`src/sv/rkmtf_pkg.sv`:
```
// Package for the recent-key move-to-front ring.
// Holds sizes, request/result structs and the slot store port struct.
// No dependencies.
`default_nettype none

package rkmtf_pkg;

  // ring geometry
  localparam int unsigned DEPTH    = 16;
  localparam int unsigned KEY_BITS = 64;
  localparam int unsigned IDX_W    = (DEPTH > 1) ? $clog2(DEPTH) : 1;
  localparam int unsigned CNT_W    = IDX_W + 1;

  // field widths of the request and result
  localparam int unsigned KEY_FIELD_W = 64;
  localparam int unsigned AGE_W       = 4;

  typedef logic [IDX_W-1:0]    slot_t;
  typedef logic [KEY_BITS-1:0] key_t;

  // one request
  typedef struct packed {
    logic                   kind;
    logic [KEY_FIELD_W-1:0] key;
    logic [AGE_W-1:0]       age_index;
  } req_t;

  // one result
  typedef struct packed {
    logic [KEY_FIELD_W-1:0] entry_key;
    logic                   occupied;
    logic                   hit;
  } res_t;

  // access to the slot store
  typedef struct packed {
    logic  rd_en;
    slot_t rd_addr;
    logic  wr_en;
    slot_t wr_addr;
    key_t  wr_data;
  } store_req_t;

  // request kinds
  localparam logic KIND_ADD  = 1'b0;
  localparam logic KIND_READ = 1'b1;

  // step to the next slot of the ring
  function automatic slot_t ring_next(input slot_t s);
    slot_t r;
    if (s == slot_t'(DEPTH - 1)) begin
      r = '0;
    end else begin
      r = s + slot_t'(1);
    end
    return r;
  endfunction

endpackage

`default_nettype wire

```
`src/sv/rkmtf_slot_store.sv`:
```
// Slot store of the recent-key ring: one synchronous memory with
// one read and one write port, plus a valid bit per slot for reset.
// Depends on rkmtf_pkg.
`default_nettype none

module rkmtf_slot_store
  import rkmtf_pkg::*;
(
  input  wire        clk_i,
  input  wire        rst_ni,
  input  store_req_t acc_i,
  output key_t       rd_data_o
);

  key_t             mem_q [DEPTH];
  logic [DEPTH-1:0] valid_q;
  key_t             rdata_q;
  logic             rvalid_q;

  // memory array, registered read
  always_ff @(posedge clk_i) begin
    if (acc_i.wr_en) begin
      mem_q[acc_i.wr_addr] <= acc_i.wr_data;
    end
    if (acc_i.rd_en) begin
      rdata_q <= mem_q[acc_i.rd_addr];
    end
  end

  // valid bits, cleared at reset so every slot reads as empty
  always_ff @(posedge clk_i or negedge rst_ni) begin
    if (!rst_ni) begin
      valid_q  <= '0;
      rvalid_q <= 1'b0;
    end else begin
      if (acc_i.wr_en) begin
        valid_q[acc_i.wr_addr] <= 1'b1;
      end
      if (acc_i.rd_en) begin
        rvalid_q <= valid_q[acc_i.rd_addr];
      end
    end
  end

  // a slot never written reads as the empty key
  assign rd_data_o = rvalid_q ? rdata_q : '0;

endmodule

`default_nettype wire

```
`src/sv/recent_key_move_to_front_ring_top.sv`:
```
// Recent-key move-to-front ring: a read request returns the entry of the given age.
// An add runs a pipelined search, oldest first; on a hit the newer entries then shift back
// one slot and the key moves to the newest slot, on a miss the key overwrites the oldest slot.
// One request at a time; busy drops as done_o rises, so the next request may be taken then.
// The receiver cannot stall: each result stands on res_o for one cycle with done_o.
// Reset clears the head and the per-slot valid bits at once; no clearing pass.
`default_nettype none

module recent_key_move_to_front_ring_top
  import rkmtf_pkg::*;
(
  input  wire  clk_i,
  input  wire  rst_ni,
  input  wire  start,
  input  req_t req_i,
  output logic busy,
  output logic done_o,
  output res_t res_o
);

  localparam logic [2:0] ST_IDLE     = 3'd0;
  localparam logic [2:0] ST_RD_ISSUE = 3'd1;
  localparam logic [2:0] ST_RD_WAIT  = 3'd2;
  localparam logic [2:0] ST_SEARCH   = 3'd3;
  localparam logic [2:0] ST_SHIFT    = 3'd4;

  localparam logic [CNT_W-1:0] DEPTH_CNT = CNT_W'(DEPTH);

  logic [2:0]       state_q, state_d;
  slot_t            head_q, head_d;
  logic             kind_q, kind_d;
  key_t             key_q, key_d;
  logic [AGE_W-1:0] age_q, age_d;
  logic [CNT_W-1:0] scnt_q, scnt_d;
  slot_t            rptr_q, rptr_d;
  logic             cmp_v_q, cmp_v_d;
  slot_t            cmp_ptr_q, cmp_ptr_d;
  slot_t            prev_q, prev_d;
  slot_t            cur_q, cur_d;
  slot_t            wprev_q, wprev_d;
  logic             pend_q, pend_d;
  logic             done_q, done_d;
  res_t             res_q, res_d;

  store_req_t acc;
  key_t       rd_data;
  logic       match;
  logic       age_ok;
  logic [31:0] sum_raw;
  logic [31:0] sum_wrap;
  slot_t      rd_slot;

  rkmtf_slot_store u_store (
    .clk_i     (clk_i),
    .rst_ni    (rst_ni),
    .acc_i     (acc),
    .rd_data_o (rd_data)
  );

  // slot of a read by age: head - 1 - age, wrapped once
  always_comb begin
    age_ok   = 32'(age_q) < 32'(DEPTH);
    sum_raw  = 32'(head_q) + 32'(DEPTH) - 32'd1 - 32'(age_q);
    sum_wrap = (sum_raw >= 32'(DEPTH)) ? (sum_raw - 32'(DEPTH)) : sum_raw;
    rd_slot  = sum_wrap[IDX_W-1:0];
  end

  // search hit on the entry that came back from the store
  assign match = cmp_v_q && (rd_data != '0) && (rd_data == key_q);

  // sequencer
  always_comb begin
    state_d   = state_q;
    head_d    = head_q;
    kind_d    = kind_q;
    key_d     = key_q;
    age_d     = age_q;
    scnt_d    = scnt_q;
    rptr_d    = rptr_q;
    cmp_v_d   = 1'b0;
    cmp_ptr_d = cmp_ptr_q;
    prev_d    = prev_q;
    cur_d     = cur_q;
    wprev_d   = wprev_q;
    pend_d    = pend_q;
    done_d    = 1'b0;
    res_d     = res_q;
    acc       = '0;

    case (state_q)
      ST_IDLE: begin
        if (start) begin
          kind_d = req_i.kind;
          key_d  = req_i.key[KEY_BITS-1:0];
          age_d  = req_i.age_index;
          scnt_d = '0;
          rptr_d = head_q;
          if (req_i.kind == KIND_READ) begin
            state_d = ST_RD_ISSUE;
          end else begin
            state_d = ST_SEARCH;
          end
        end
      end

      ST_RD_ISSUE: begin
        if (age_ok) begin
          acc.rd_en   = 1'b1;
          acc.rd_addr = rd_slot;
          state_d     = ST_RD_WAIT;
        end else begin
          res_d   = '0;
          done_d  = 1'b1;
          state_d = ST_IDLE;
        end
      end

      ST_RD_WAIT: begin
        res_d.entry_key = KEY_FIELD_W'(rd_data);
        res_d.occupied  = (rd_data != '0);
        res_d.hit       = 1'b0;
        done_d          = 1'b1;
        state_d         = ST_IDLE;
      end

      ST_SEARCH: begin
        if (match) begin
          // hit: newer entries move back one slot
          prev_d  = cmp_ptr_q;
          cur_d   = ring_next(cmp_ptr_q);
          pend_d  = 1'b0;
          state_d = ST_SHIFT;
        end else if ((scnt_q == DEPTH_CNT) && !cmp_v_q) begin
          // miss: overwrite the oldest slot
          acc.wr_en   = 1'b1;
          acc.wr_addr = head_q;
          acc.wr_data = key_q;
          head_d      = ring_next(head_q);
          res_d       = '0;
          done_d      = 1'b1;
          state_d     = ST_IDLE;
        end else if (scnt_q != DEPTH_CNT) begin
          acc.rd_en   = 1'b1;
          acc.rd_addr = rptr_q;
          rptr_d      = ring_next(rptr_q);
          scnt_d      = scnt_q + CNT_W'(1);
          cmp_v_d     = 1'b1;
          cmp_ptr_d   = rptr_q;
        end
      end

      ST_SHIFT: begin
        // write back the entry read last cycle
        if (pend_q) begin
          acc.wr_en   = 1'b1;
          acc.wr_addr = wprev_q;
          acc.wr_data = rd_data;
        end
        if (cur_q != head_q) begin
          acc.rd_en   = 1'b1;
          acc.rd_addr = cur_q;
          pend_d      = 1'b1;
          wprev_d     = prev_q;
          prev_d      = cur_q;
          cur_d       = ring_next(cur_q);
        end else if (pend_q) begin
          pend_d = 1'b0;
        end else begin
          // key lands in the newest slot
          acc.wr_en   = 1'b1;
          acc.wr_addr = prev_q;
          acc.wr_data = key_q;
          res_d       = '0;
          res_d.hit   = 1'b1;
          done_d      = 1'b1;
          state_d     = ST_IDLE;
        end
      end

      default: begin
        state_d = ST_IDLE;
      end
    endcase
  end

  // control registers
  always_ff @(posedge clk_i or negedge rst_ni) begin
    if (!rst_ni) begin
      state_q <= ST_IDLE;
      head_q  <= '0;
      scnt_q  <= '0;
      cmp_v_q <= 1'b0;
      pend_q  <= 1'b0;
      done_q  <= 1'b0;
    end else begin
      state_q <= state_d;
      head_q  <= head_d;
      scnt_q  <= scnt_d;
      cmp_v_q <= cmp_v_d;
      pend_q  <= pend_d;
      done_q  <= done_d;
    end
  end

  // request payload and pointers
  always_ff @(posedge clk_i) begin
    kind_q    <= kind_d;
    key_q     <= key_d;
    age_q     <= age_d;
    rptr_q    <= rptr_d;
    cmp_ptr_q <= cmp_ptr_d;
    prev_q    <= prev_d;
    cur_q     <= cur_d;
    wprev_q   <= wprev_d;
    res_q     <= res_d;
  end

  assign busy   = (state_q != ST_IDLE);
  assign done_o = done_q;
  assign res_o  = res_q;

`ifndef SYNTHESIS
  // an accepted request keeps the block busy in the next cycle
  a_accept_busy: assert property (@(posedge clk_i) disable iff (!rst_ni)
    (start && !busy) |=> busy)
    else $error("request accepted but block not busy");

  // the store is written only while a request is at work, and only for adds
  a_write_in_add: assert property (@(posedge clk_i) disable iff (!rst_ni)
    acc.wr_en |-> (busy && (kind_q == KIND_ADD)))
    else $error("store written outside an add");

  // a result never claims both a hit and an occupied read
  a_res_fields: assert property (@(posedge clk_i) disable iff (!rst_ni)
    done_o |-> !(res_o.hit && res_o.occupied))
    else $error("result with hit and occupied set");

  // results never come in two consecutive cycles
  a_done_single: assert property (@(posedge clk_i) disable iff (!rst_ni)
    done_o |=> !done_o)
    else $error("two results in a row");
`endif

endmodule

`default_nettype wire

```
`config.mk`:
```
export PLATFORM = sky130hd
export DESIGN_NAME = recent_key_move_to_front_ring_top
export DESIGN_NICKNAME = d
export VERILOG_FILES = /design/src/sv/rkmtf_pkg.sv /design/src/sv/rkmtf_slot_store.sv /design/src/sv/recent_key_move_to_front_ring_top.sv
export SDC_FILE = /design/constraint.sdc
export NUM_CORES = 1
export LEC_CHECK = 0
export BUFFER_PORTS_ARGS = -buffer_cell sky130_fd_sc_hd__buf_2
export CAP_MARGIN = 20
export CORE_UTILIZATION = 50
export DETAILED_ROUTE_END_ITERATION = 16
export PLACE_DENSITY = 0.69
export SYNTH_ARGS = -nofsm -noshare
export SYNTH_HDL_FRONTEND = slang
export SYNTH_SLANG_ARGS = --single-unit
```
`constraint.sdc`:
```
create_clock -name clk_i -period 6.7 [get_ports clk_i]
set_clock_uncertainty 0.05 [all_clocks]
set_input_delay 0 -clock clk_i [delete_from_list [all_inputs] [get_ports clk_i]]
set_output_delay 0 -clock clk_i [all_outputs]
set_load 0.02 [all_outputs]
```
==> flow_metrics.py <==
metrics = {
    "sta": {
        "fmax_ghz": 0.188,
        "whs_ns": 0.0251,
        "drv_slew": 0,
        "period_needed_ns": 5.32,
        "tightest_slew_ns": 1.13,
        "fin_crit_sh_pct": 79.4,
        "setup_viol": 0,
        "grt_setup_unrepaired": "no",
        "tns_ns": 0,
        "max-slew-margin-rel_pct": 24.4,
        "hold_viol_final": 0,
    },
    "clocking": {
        "insertion_delay_ns": 0.76,
        "clkSinkCount": 1274,
        "ctsResizeCount": 0,
        "cts_setup_buffers": 0,
        "holdBufCountCts": 134,
        "clk_path_buf_depth": 3,
        "h-tree-depth": 4,
        "clk_transition_reported_paths_ns": 0.06,
        "cts-root-buf": "clkbuf_16",
        "cts_buffers": 133,
        "cts_tree": "built",
    },
    "setup_path": {
        "regToRegSetupSlack_ns": 1.38,
        "timing.rr.end": "u_store.rdata_q[4]$_DFFE_PP_",
        "cp_slowest_cell": "o21ai_4",
        "crit_chain": "nor4_1 > nand4_1 > nor4_1 > nor4_1 > nand4bb_1 > or3_4 > nand2_1 > o21ai_4 > buf_4 > a311o_1 > o211ai_1",
        "r2r_start": "u_store.rdata_q[7]$_DFFE_PP_",
        "setup.worst_path.start": "u_store.rdata_q[7]$_DFFE_PP_",
        "worstSetupEndpointType": "register",
        "crit_top_cell": "nor4_1",
        "crit_fanout": 30,
        "cpPeakStageDelay_ns": 0.89,
        "reg2reg_depth": 11,
        "cp-start-kind": "register",
        "cp.required_ns": 7.10,
        "critPathKind": "reg -> reg",
        "worstSetupEndpoint": "u_store.rdata_q[4]$_DFFE_PP_",
        "arrival_ns": 5.73,
    },
    "min_path": {
        "holdPathStages": 2,
        "hp-class": "in -> reg",
    },
    "place": {
        "gp_congestion": 0.955,
        "place_hpwl_um": 86100,
        "io_buffers": 139,
    },
    "layout": {
        "layout.nets": 3800,
        "mostFrequentLayoutCell": "edfxtp_1",
        "final_cell_mix": "1242 x edfxtp_1, 294 x nand2_1, 205 x nand3_1",
        "drive_gt1_share_pct": 14.0,
        "area_delta_synth_final_pct": 15.3,
    },
    "routing": {
        "firstDrtPassIters": 6,
        "post_drt_wl_per_cell_um": 31.0,
        "vias_per_cell": 6.72,
        "num_vias": 34997,
        "first_iter_violations": 4646,
        "wirelength_um": 161000,
        "ant_nets": 0,
        "drcViolationCount": 0,
    },
    "synth": {
        "syn_nets": 3596,
        "ys_seq_area_share_pct": 72.8,
        "avgSynthCellArea_um2": 14.9,
        "ys_seq_elements": 1274,
        "synthArstFlopShare_pct": 2.51,
        "synthCells": 3513,
        "syn_area_um2": 52300,
        "synth_area_leaders": "edfxtp_1 71%, a311o_1 2.4%, nand2_1 2.1%",
        "synthFlopType": "edfxtp_1",
        "ys.warnings.count": 0,
        "synth_edf_count": 1242,
        "synth_cell_types": 68,
        "yosys.area.top_type": "edfxtp_1",
        "synthDominantCellAreaShare_pct": 71.3,
    },
    "global_routing": {
        "overflow": 0,
        "antenna_found_initial": 4,
        "grt_usage_pct": 30.0,
        "first_global_vias": 33651,
        "grt_max_degree": 142,
        "grt_pass1_wl_um": 233000,
    },
    "power_and_ir_drop": {
        "p_leak_nw": 21.8,
        "peakVddDrop_mv": 0.308,
        "powerDensity_nw_per_um2": 375,
    },
    "die": {
        "die_y_um": 326,
        "start_util_pct": 50.5,
        "core-area_um2": 104000,
        "die_w_um": 326,
        "die_area_um2": 106000,
        "num_rows": 118,
        "num_io_pins": 140,
    },
    "flow_run": {
        "maxCapViolations": 0,
    },
    "status": {
        "outcome": "complete, no violations",
    },
}
[how the worst min path moves through the flow]
stage                                  to      start  slack [ns]
floorplan               cmp_v_q$_DFF_PN0_     rst_ni       -0.35
global placement    scnt_q[2]$_DFFE_PN0P_     rst_ni        0.09
detailed placement  scnt_q[3]$_DFFE_PN0P_     rst_ni        0.11
CTS                   key_q[27]$_DFFE_PP_  req_i[31]       0.002
global route          key_q[57]$_DFFE_PP_  req_i[61]        0.02
finish                key_q[57]$_DFFE_PP_  req_i[61]        0.03
[worst max-delay path: cells and delay by family (launching register included)]
| family | cells | cell delay (ns) |
|---|---|---|
| DFF | 1 | 0.65 |
| buffers and inverters | 1 | 0.64 |
| AOI/OAI and AO/OA | 3 | 1.21 |
| and+or+nand+nor | 7 | 2.42 |
[power by group]
part | switching [mW] | internal, mW
clock | 3.08 | 4.07
combinational | 3.74 | 1.47
sequential | 0.869 | 9.38
[metrics by stage]
step	utilization, %	instance area (um2)	setup slack, ns	total power, mW	instances
after CTS	58.2	60300	1.67	22.4	5202
final	58.2	60300	1.38	22.6	5205
after global placement	52.9	54800	1.72	15.3	4826
after detailed placement	52.9	54800	1.70	15.3	4826
after floorplan	-	52300	1.53	12.9	3513
after global routing	58.2	60300	1.34	23.1	5204
[kinds of logic (layout without fill, tap and decap cells)]
logic type | count (synthesis) | in the layout | share of synthesized area [%]
DFF | 1274 | 1274 | 72.8
and+or+nand+nor | 1023 | 1023 | 10.6
AOI/OAI and AO/OA | 780 | 780 | 11.8
buffers and inverters | 320 | 631 | 2.43
muxes | 70 | 70 | 1.50
xor gates and xnor gates | 35 | 35 | 0.586
adders and majority gates | 11 | 11 | 0.277
other | 0 | 1 | 0
[final cells by class]
| type | instances | area [um2] |
|---|---|---|
| clock buffers | 165 | 3570 |
| flip-flops and latches | 1274 | 38100 |
| clock inverters | 77 | 599 |
| fillers | 7910 | 43300 |
| well taps | 1380 | 1730 |
| repair buffers | 353 | 2950 |
| inverters | 36 | 135 |
| diodes | 1 | 2.50 |
| multi-input cells | 1919 | 13300 |
[synthesized netlist by cell type (7+ instances only)]
cell type,number
mux2_2,66
xnor2_1,27
a31oi_1,22
o22ai_1,7
nor4bb_1,15
clkbuf_1,225
a311o_1,128
ha_1,10
nor2_1,58
a2111o_1,61
nand4_1,79
nor2b_1,7
a22o_1,66
buf_2,48
nand2b_1,25
o21ai_0,163
o211ai_1,64
o2111ai_1,70
and2_1,65
a2bb2oi_1,11
nor3b_1,131
xor2_1,8
nor4_1,26
dfrtp_1,32
edfxtp_1,1242
buf_1,8
nand3_1,206
and3_1,63
or4_1,7
nor3_1,7
a211oi_1,133
inv_1,36
a21oi_1,9
or2_2,20
nand2_1,297
a21o_1,8
[sequential cells by signal, indices dropped and copies added, names as in the netlist]
| register | flops |
|---|---|
| rptr_q | 4 |
| u_store.mem_q | 1024 |
| u_store.valid_q | 16 |
| pend_q | 1 |
| u_store.rdata_q | 64 |
| head_q | 4 |
| key_q | 64 |
| prev_q | 4 |
| age_q | 4 |
| cmp_v_q | 1 |
| state_q | 3 |
| cmp_ptr_q | 4 |
| res_o | 66 |
| cur_q | 4 |
| scnt_q | 5 |
| done_o | 1 |
| wprev_q | 4 |
| u_store.rvalid_q | 1 |
[routing by layer]
layer | GRT usage [%] | routed length (um)
met1 | 41.0 | 60900
met2 | 45.1 | 72200
met3 | 8.32 | 20800
met4 | 13.3 | 7220
met5 | 0 | 33
No activity file was read; power rests on OpenSTA's default activity.
